--- config.mk ---
export PLATFORM = sky130hd
export DESIGN_NAME = double_ended_queue_unit
export DESIGN_NICKNAME = d
export VERILOG_FILES = /design/src/rtl/deq_pkg.sv /design/src/rtl/deq_ram.sv /design/src/rtl/deq_datapath.sv /design/src/rtl/deq_controller.sv /design/src/rtl/double_ended_queue_unit.sv
export SDC_FILE = /design/constraint.sdc
export NUM_CORES = 1
export LEC_CHECK = 0
export ABC_AREA = 1
export BUFFER_PORTS_ARGS = -buffer_cell sky130_fd_sc_hd__buf_2
export CAP_MARGIN = 20
export CORE_ASPECT_RATIO = 0.7
export CORE_MARGIN = 5
export CORE_UTILIZATION = 58
export CTS_BUF_LIST = sky130_fd_sc_hd__clkbuf_2 sky130_fd_sc_hd__clkbuf_4 sky130_fd_sc_hd__clkbuf_8
export DETAILED_ROUTE_END_ITERATION = 16
export GPL_ROUTABILITY_DRIVEN = 0
export PLACE_DENSITY = 0.89
export RECOVER_POWER = 50
export SLEW_MARGIN = 20
export SYNTH_ARGS = -nofsm -noshare
export SYNTH_HDL_FRONTEND = slang
export SYNTH_HIERARCHICAL = 1
export SYNTH_SLANG_ARGS = --single-unit
--- constraint.sdc ---
create_clock -name aclk -period 4.5 [get_ports aclk]
set_clock_uncertainty 0.2 [all_clocks]
set_input_delay 0.225 -clock aclk [delete_from_list [all_inputs] [get_ports aclk]]
set_output_delay 0.225 -clock aclk [all_outputs]
set_load 0.02 [all_outputs]
--- src/rtl/deq_pkg.sv ---
`timescale 1ns / 1ps
// Shared types, codes and constants for the double-ended queue unit.
package deq_pkg;

    localparam int DEPTH_DEFAULT = 16;
    localparam int WORD_WIDTH    = 32;
    localparam int OCC_WIDTH     = 5;

    localparam logic [1:0] CMD_PUSH_BACK  = 2'd0;
    localparam logic [1:0] CMD_PUSH_FRONT = 2'd1;
    localparam logic [1:0] CMD_POP_BACK   = 2'd2;
    localparam logic [1:0] CMD_POP_FRONT  = 2'd3;

    localparam logic [1:0] STATUS_OK    = 2'd0;
    localparam logic [1:0] STATUS_FULL  = 2'd1;
    localparam logic [1:0] STATUS_EMPTY = 2'd2;

    typedef struct packed {
        logic [1:0]                   command;
        logic signed [WORD_WIDTH-1:0] element;
    } deq_req_t;

    typedef struct packed {
        logic signed [WORD_WIDTH-1:0] value;
        logic [1:0]                   status;
        logic [OCC_WIDTH-1:0]         occupancy;
    } deq_resp_t;

    typedef struct packed {
        logic load;
        logic capture;
    } deq_ctrl_t;

    typedef struct packed {
        logic pop_read;
    } deq_stat_t;

endpackage

--- src/rtl/deq_ram.sv ---
`timescale 1ns / 1ps
// Generic single-port RAM with registered read data.
module deq_ram #(
    parameter int WIDTH = 32,
    parameter int DEPTH = 16
) (
    input  logic                     aclk,
    input  logic                     we,
    input  logic [$clog2(DEPTH)-1:0] addr,
    input  logic [WIDTH-1:0]         wdata,
    output logic [WIDTH-1:0]         rdata
);

    logic [WIDTH-1:0] mem [DEPTH];
    logic [WIDTH-1:0] rdata_reg;

    always_ff @(posedge aclk) begin
        if (we) begin
            mem[addr] <= wdata;
        end
        rdata_reg <= mem[addr];
    end

    assign rdata = rdata_reg;

endmodule

--- src/rtl/deq_datapath.sv ---
`timescale 1ns / 1ps
// Datapath of the queue: ring pointers, occupancy count, store and result register.
module deq_datapath
    import deq_pkg::*;
#(
    parameter int DEPTH = DEPTH_DEFAULT
) (
    input  logic      aclk,
    input  logic      aresetn,
    input  deq_req_t  req,
    input  deq_ctrl_t ctrl,
    output deq_stat_t stat,
    output deq_resp_t resp
);

    localparam int AW = (DEPTH > 1) ? $clog2(DEPTH) : 1;
    localparam int CW = $clog2(DEPTH + 1);

    localparam logic [AW:0]   DEPTH_SUM  = (AW + 1)'(DEPTH);
    localparam logic [CW-1:0] DEPTH_CNT  = CW'(DEPTH);
    localparam logic [AW-1:0] LAST_INDEX = AW'(DEPTH - 1);

    logic [AW-1:0] front_reg, front_next;
    logic [CW-1:0] count_reg, count_next;
    logic signed [WORD_WIDTH-1:0] value_reg, value_next;
    logic [1:0]           status_reg, status_next;
    logic [OCC_WIDTH-1:0] occ_reg, occ_next;

    logic          full, empty, ok, ram_we;
    logic [AW:0]   back_sum, last_sum, front_sum;
    logic [AW-1:0] back_slot, last_slot, front_inc, front_dec, ram_addr;
    logic [WORD_WIDTH-1:0] ram_rdata;

    assign full  = (count_reg == DEPTH_CNT);
    assign empty = (count_reg == '0);

    assign back_sum  = (AW + 1)'(front_reg) + (AW + 1)'(count_reg);
    assign last_sum  = back_sum - (AW + 1)'(1);
    assign front_sum = (AW + 1)'(front_reg) + (AW + 1)'(1);

    assign back_slot = (back_sum >= DEPTH_SUM) ? AW'(back_sum - DEPTH_SUM) : AW'(back_sum);
    assign last_slot = (last_sum >= DEPTH_SUM) ? AW'(last_sum - DEPTH_SUM) : AW'(last_sum);
    assign front_inc = (front_sum >= DEPTH_SUM) ? AW'(front_sum - DEPTH_SUM)
                                                : AW'(front_sum);
    assign front_dec = (front_reg == '0) ? LAST_INDEX : front_reg - AW'(1);

    always_comb begin
        ok          = 1'b0;
        ram_we      = 1'b0;
        ram_addr    = front_reg;
        front_next  = front_reg;
        count_next  = count_reg;
        status_next = STATUS_OK;
        case (req.command)
            CMD_PUSH_BACK: begin
                ram_addr = back_slot;
                if (full) begin
                    status_next = STATUS_FULL;
                end else begin
                    ok         = 1'b1;
                    ram_we     = 1'b1;
                    count_next = count_reg + CW'(1);
                end
            end
            CMD_PUSH_FRONT: begin
                ram_addr = front_dec;
                if (full) begin
                    status_next = STATUS_FULL;
                end else begin
                    ok         = 1'b1;
                    ram_we     = 1'b1;
                    front_next = front_dec;
                    count_next = count_reg + CW'(1);
                end
            end
            CMD_POP_BACK: begin
                ram_addr = last_slot;
                if (empty) begin
                    status_next = STATUS_EMPTY;
                end else begin
                    ok         = 1'b1;
                    count_next = count_reg - CW'(1);
                end
            end
            default: begin
                ram_addr = front_reg;
                if (empty) begin
                    status_next = STATUS_EMPTY;
                end else begin
                    ok         = 1'b1;
                    front_next = front_inc;
                    count_next = count_reg - CW'(1);
                end
            end
        endcase
    end

    assign stat.pop_read = ok && req.command[1];
    assign occ_next      = OCC_WIDTH'(count_next);
    assign value_next    = ctrl.capture ? $signed(ram_rdata) : '0;

    deq_ram #(
        .WIDTH(WORD_WIDTH),
        .DEPTH(DEPTH)
    ) u_store (
        .aclk (aclk),
        .we   (ctrl.load && ram_we),
        .addr (ram_addr),
        .wdata(req.element),
        .rdata(ram_rdata)
    );

    always_ff @(posedge aclk) begin
        if (!aresetn) begin
            front_reg <= '0;
            count_reg <= '0;
        end else if (ctrl.load) begin
            front_reg <= front_next;
            count_reg <= count_next;
        end
    end

    always_ff @(posedge aclk) begin
        if (ctrl.load) begin
            status_reg <= status_next;
            occ_reg    <= occ_next;
        end
        if (ctrl.load || ctrl.capture) begin
            value_reg <= value_next;
        end
    end

    assign resp.value     = value_reg;
    assign resp.status    = status_reg;
    assign resp.occupancy = occ_reg;

endmodule

--- src/rtl/deq_controller.sv ---
`timescale 1ns / 1ps
// Controller state machine that sequences one request at a time.
module deq_controller
    import deq_pkg::*;
(
    input  logic      aclk,
    input  logic      aresetn,
    input  logic      s_valid,
    output logic      s_ready,
    output logic      m_valid,
    input  logic      m_ready,
    input  deq_stat_t stat,
    output deq_ctrl_t ctrl
);

    localparam logic [1:0] S_IDLE = 2'd0;
    localparam logic [1:0] S_READ = 2'd1;
    localparam logic [1:0] S_RESP = 2'd2;

    logic [1:0] state_reg, state_next;

    always_comb begin
        state_next = state_reg;
        unique case (state_reg)
            S_IDLE: begin
                if (s_valid) begin
                    state_next = stat.pop_read ? S_READ : S_RESP;
                end
            end
            S_READ: begin
                state_next = S_RESP;
            end
            S_RESP: begin
                if (m_ready) begin
                    state_next = S_IDLE;
                end
            end
            default: begin
                state_next = S_IDLE;
            end
        endcase
    end

    assign s_ready      = (state_reg == S_IDLE);
    assign m_valid      = (state_reg == S_RESP);
    assign ctrl.load    = s_ready && s_valid;
    assign ctrl.capture = (state_reg == S_READ);

    always_ff @(posedge aclk) begin
        if (!aresetn) begin
            state_reg <= S_IDLE;
        end else begin
            state_reg <= state_next;
        end
    end

endmodule

--- src/rtl/double_ended_queue_unit.sv ---
`timescale 1ns / 1ps
// Double-ended queue unit: top level joining the controller and the datapath.
// One request is handled at a time. A push or a refused request presents its result in the
// cycle after acceptance; a pop passes through S_READ first to capture the store RAM read.
// A new request is accepted only after the result of the last one has been taken on m_ready.
// Reset is synchronous and active low; it empties the queue, the store keeps its data.
module double_ended_queue_unit
    import deq_pkg::*;
#(
    parameter int DEPTH = DEPTH_DEFAULT
) (
    input  logic      aclk,
    input  logic      aresetn,
    input  logic      s_valid,
    output logic      s_ready,
    input  deq_req_t  s_payload,
    output logic      m_valid,
    input  logic      m_ready,
    output deq_resp_t m_payload
);

    deq_ctrl_t ctrl;
    deq_stat_t stat;

    deq_controller u_ctrl (
        .aclk   (aclk),
        .aresetn(aresetn),
        .s_valid(s_valid),
        .s_ready(s_ready),
        .m_valid(m_valid),
        .m_ready(m_ready),
        .stat   (stat),
        .ctrl   (ctrl)
    );

    deq_datapath #(
        .DEPTH(DEPTH)
    ) u_dp (
        .aclk   (aclk),
        .aresetn(aresetn),
        .req    (s_payload),
        .ctrl   (ctrl),
        .stat   (stat),
        .resp   (m_payload)
    );

endmodule
# Word-level counts from Yosys, hierarchy flattened
# Memory sizes are Yosys's and may differ from the RTL's. A register that Yosys moved wholly into a read port is not among the register bits.
# Cells that the tools add are included.
[word_totals] ff_bits=50 latch_bits=0 ram_bits=512 mem_bits_ro=0 inputBits=38 out_inout_bits=41 wordCells=65 n_memories=1
[mem_list] memory="u_dp.u_store.mem" depth=16 width=32 rd=1 rd_ports_with_merged_regs=1 wr=1 line_no="deq_ram.sv:14" text="logic [WIDTH-1:0] mem [DEPTH];"
[op_classes] add_sub_neg=9 multipliers=0 div_mod_pow=0 order_cmp=3 eq_ne=9 n_shift=0 muxes=24 n_bitwise=1 reduce_logical=12
[op_table] operator="$mux W4" count=6
[op_table] operator="$sub A4 B1 Y4 const B" count=4
[op_table] operator="$ge A5 B5 Y1 const B" count=3
[op_table] operator="$mux W5" count=3
[op_table] operator="$pmux W4 S3" count=1
[op_table] operator="$mux W2" count=5
[op_table] operator="$sub A5 B1 Y5 const B" count=2
[op_table] operator="$pmux W4 S2" count=1
[op_table] operator="$mux W1" count=7
[op_table] operator="$ne A2 B2 Y1 const B" count=3
[op_table] operator="$pmux W2 S3" count=1
[op_table] operator="$add A4 B1 Y5 const B" count=1
[op_table] operator="$add A4 B5 Y5" count=1
[op_table] operator="$add A5 B1 Y5 const B" count=1
[op_table] operator="$eq A5 B5 Y1 const B" count=1
[op_table] operator="$logic_not A5 Y1" count=1
[op_table] operator="$eq A2 B1 Y1 const B" count=2
[op_table] operator="$eq A2 B2 Y1 const B" count=2
[op_table] operator="$logic_not A2 Y1" count=2
[op_table] operator="$logic_not A4 Y1" count=1
[op_table] operator="$reduce_and A4 Y1" count=1
[op_table] operator="$reduce_or A2 Y1" count=2
[op_table] operator="$logic_and A1 B1 Y1" count=3
[op_table] operator="$ne A2 B1 Y1 const B" count=1
[op_table] operator="3 further kinds" count=3

# Logic depth before layout (Yosys ltp)
[logic_depth] depth_word=7 mapped_depth=20 depth_no_buf=17

# Cells and area by module
# The synthesis kept the hierarchy.
[modules_own_cells] module="deq_ram" n_inst=1 cells_each=2113 area_each_um2=22213.8 seq_area_each_um2=16015.4
[modules_own_cells] module="deq_datapath" n_inst=1 cells_each=269 area_each_um2=2457.4 seq_area_each_um2=1351.3
[modules_own_cells] module="deq_controller" n_inst=1 cells_each=18 area_each_um2=123.9 seq_area_each_um2=40.0

# Least setup slack after synthesis
# Ideal clock, no wire load.
[synth_path] kind="flip-flop to flip-flop" startpoint="register u_dp.front_reg[0]" endpoint="memory u_dp.u_store.mem[5][0] (enable)" setup_time_ps=421 t_arrival_ps=3613 required_time_ps=3879 setup_slack_ps=266 stages_incl_launch_ff=14 n_path_buf=3 synth_period_minus_slack_ps=4234 cell_sequence="dfxtp_1 ha_1 inv_1 fa_1 ha_1 inv_1 nand2_1 o2111ai_1 buf_2 inv_1 buf_2 buf_2 nand3_1 nor2_1"
[synth_between] elab_chain_cells=5 elab_cells_between_ends=12 cone_classes="add/sub: 5; order compare: 2; mux: 4; reduce/logical: 1"
[synth_lines] element="start, declared" line_no="deq_datapath.sv:23" text="logic [AW-1:0] front_reg, front_next;"
[synth_lines] element="start signal, assigned" line_no="deq_datapath.sv:118" text="front_reg <= front_next;"
[synth_lines] element="$add A4 B5 Y5" line_no="deq_datapath.sv:37" text="assign back_sum = (AW + 1)'(front_reg) + (AW + 1)'(count_reg);"
[synth_lines] element="$sub A5 B1 Y5" line_no="deq_datapath.sv:38" text="assign last_sum = back_sum - (AW + 1)'(1);"
[synth_lines] element="$sub A4 B1 Y4 or $ge A5 B5 Y1 (tied branches)" line_no="deq_datapath.sv:42" text="assign last_slot = (last_sum >= DEPTH_SUM) ? AW'(last_sum - DEPTH_SUM) : AW'(last_sum);"
[synth_lines] element="$mux W4" line_no="deq_datapath.sv:42"
[synth_lines] element="$pmux W4 S3 *" line_no="deq_datapath.sv:54" text="case (req.command)"
[synth_lines] element="named net u_dp.ram_addr[1]" line_no="deq_datapath.sv:31" text="logic [AW-1:0] back_slot, last_slot, front_inc, front_dec, ram_addr;"
[synth_lines] element="end, declared" line_no="deq_ram.sv:14"
# Mark *: on every way through the listed nets, which the timed path passes. The rest lies on a longest branch.

# Worst setup path in the final report
[layout_path] startpoint="register u_dp.front_reg[0]" endpoint="memory u_dp.u_store.mem[6][24] (enable)"
# The elaborated chain is that of the path after synthesis.

==> impl_metrics.csv <==
group,metric,value,unit
sta,hold_violations,0,
power_and_ir_drop,ir_drop,241,uV
setup_path,rr_endpoint,"u_dp/u_store/mem[6][24]",
yosys,synth.avg_cell_area,10.3,sq um
min_path,min_to,"u_dp/count_reg[0]",
floorplanning,ios,79,
yosys,synth_common_cells,"nand2_1 (1,449), edfxtp_1 (551), inv_1 (135)",
drt,vias_per_cell,5.47,
placement,numPortBuffers,78,
cts,cts_num_sinks,594,
power_and_ir_drop,p_total,12800,uW
layout,syn_to_final_growth,12.3,%
yosys,synth_top_cell_area_share,0.667,
drt,dr.pass1.iters,6,
drt,wl_per_cell,18.7,um
cts,cts_root_buf,"clkbuf_8",
yosys,synth_edf_count,551,
grt,grt_max_degree,144,
cts,cts_resized,0,
yosys,postSynth.asyncResetShare,0,
yosys,syn-instance-count,2400,
floorplanning,core-area,42300,sq um
yosys,synth_cell_types,34,
yosys,syn_nets,2447,
cts,htreeDepth,3,
setup_path,crit_arrival,4.10,ns
floorplanning,die-area,47100,sq um
flow_run,max-cap-violations,1,
yosys,synth-seq-cells,594,
setup_path,path_class,"flip-flop to flip-flop",
layout,num_antenna_cells,0,
run_status,failed_checks,"capacitance limit, slew limit",
floorplanning,dieHeight,183,um
min_path,worstHoldPathCells,4,
sta,setup_tns,0,ns
cts,clock_latency,0.66,ns
layout,drive_above_1_share,0.0894,
cts,cts_made_buffers,86,
grt,grt.total_usage,0.251,
setup_path,worst-path-max-fanout,39,
setup_path,crit_chain,"ha_1 -> inv_1 -> fa_1 -> ha_1 -> inv_1 -> nand2_1 -> o2111ai_4 -> buf_4 -> nand3_1 -> nor2_4 -> buf_4",
power_and_ir_drop,p_per_area,461,nW/um^2
floorplanning,rows,63,
cts,cts_buffer_depth,3,
sta,fin_crit,4.01,ns
setup_path,r2r_start,"u_dp/front_reg[0]",
sta,worstMarginPinSlew,2.10,ns
sta,max_freq,250,MHz
grt,grt_overflow,0,
setup_path,crit_slowest_cell,"buf_4",
yosys,synth_top_cell_by_area,"edfxtp_1",
cts,path_clk_slew,0.06,ns
setup_path,cp-startpoint,"u_dp/front_reg[0]",
placement,place_hpwl,33600,um
drt,drt-total-wl,59400,um
cts,cts_tree,"done",
setup_path,critPathCaptureType,"flip-flop",
setup_path,crit_family,"adder cells",
setup_path,critPathRequiredTime,4.60,ns
yosys,synthTopCellsByArea,"edfxtp_1 (67%), nand2_1 (22%), dfxtp_1 (3.5%), inv_1 (2.0%), buf_6 (1.1%)",
cts,post-cts-setup-buffers,0,
drt,drcViolationCount,0,
yosys,yosysWarnings,6,
drt,vias,17300,
yosys,syn_area,24800,sq um
floorplanning,die_w,257,um
layout,utilization,0.658,
min_path,holdCritStartpoint,"aresetn",
min_path,min_path_type,"primary input to flip-flop",
layout,final_nets,2593,
run_status,outcome,"finished with violations",
setup_path,worst_setup_path_start_kind,"flip-flop",
grt,grt_pass1_vias,17500,
layout,largest_reg_flops,512,
sta,drv_slew,34,
setup_path,r2r_slack,0.49,ns
sta,relSlewSlack,-0.403,
yosys,synth_ff_type,"edfxtp_1",
power_and_ir_drop,p_leak,0.0120,uW
yosys,yosysMostFrequentCell,"nand2_1",
setup_path,reg2regPathDepth,11,
sta,rsz0062_at_grt,"false",
setup_path,crit_buf_inv,4,
floorplanning,start_util,0.586,
grt,grt_pass1_wl,93500,um
drt,drtIter0Drc,2189,
yosys,yosysSeqAreaShare,0.702,
sta,finalCritPeriodShare,0.890,
sta,setup_violations,0,
grt,antenna_found_initial,1,
drt,ant_nets,0,
setup_path,slowest_delay,0.49,ns
power by group:
group          leakage [uW]  switching, uW  total (uW)  internal (uW)
clock              0.000940           2010        4390           2380
combinational       0.00566           1510        2030            526
sequential          0.00536            103        6410           6300
layout make-up:
cell class	count	area, sq um
Sequential cell	594	17400
Fill cell	2939	14500
Clock buffer	130	1600
Tap cell	552	691
Multi-Input combinational cell	1561	6290
Clock inverter	28	179
Timing Repair Buffer	161	1130
Inverter	142	541
per-stage QoR:
step / hold slack (ns) / area (sq um) / instances / setup WS (ns)
2_1_floorplan: 0.124 / 24800 / 2400 / 0.266
3_3_place_gp: 0.269 / 25800 / 2969 / 0.868
3_5_place_dp: 0.282 / 25800 / 2969 / 0.684
4_1_cts: 0.184 / 28000 / 3168 / 0.593
5_1_grt: 0.223 / 27800 / 3168 / 0.365
6_report: 0.228 / 27800 / 3168 / 0.494
per-layer routing:
metal / vias up / wire, um / GRT usage
li1: 7961 / - / -
met5: - / 11 / 0
met1: 8118 / 22800 / 0.338
met3: 174 / 6590 / 0.0570
met4: 2 / 1910 / 0.0957
met2: 1081 / 28100 / 0.407
kinds of logic (layout without fill, tap and decap cells):
family	after synthesis	count (layout)	share of synthesized area
AND/OR/NAND/NOR	1521	1521	0.235
flip-flops	594	594	0.702
AO/OA/AOI/OAI	23	23	0.00545
buffers and inverters	245	461	0.0497
adder cells (fa/ha/maj)	9	9	0.00484
XOR/XNOR	8	8	0.00283
worst max path at each step:
stage                               to  slack [ns]  depth (start not counted)
2_1_floorplan   u_dp/u_store/mem[5][0]        0.27                         13
3_3_place_gp   u_dp/u_store/mem[6][31]        0.87                         11
3_5_place_dp   u_dp/u_store/mem[6][31]        0.68                         11
4_1_cts        u_dp/u_store/mem[6][24]        0.59                         11
5_1_grt         u_dp/u_store/rdata[12]        0.37                         15
6_report       u_dp/u_store/mem[6][24]        0.49                         11
layout by cell type, fill, tap and decap left out, types with 20 or more instances in the layout:
cell type         n
clkbuf_8         99
nand2_1        1452
nor2_4           20
dlygate4sd3_1    41
dfxtp_1          43
buf_4            31
edfxtp_1        551
clkbuf_1         72
clkbuf_4         31
inv_1           134
nand3_1          22
tightest hold or removal path: stages:
cell and delay [ns]:
dlygate4sd3_1 0.53, buf_2 0.16, o21ai_1 0.08, nor2_1 0.05
timing repair:
item / 4_1_cts / 5_1_grt
endpoints found under the hold margin: 536 / 0
setup endpoints to repair: 0 / 0
hold buffers: 41 / 0
(Power assumes the default switching activity.)
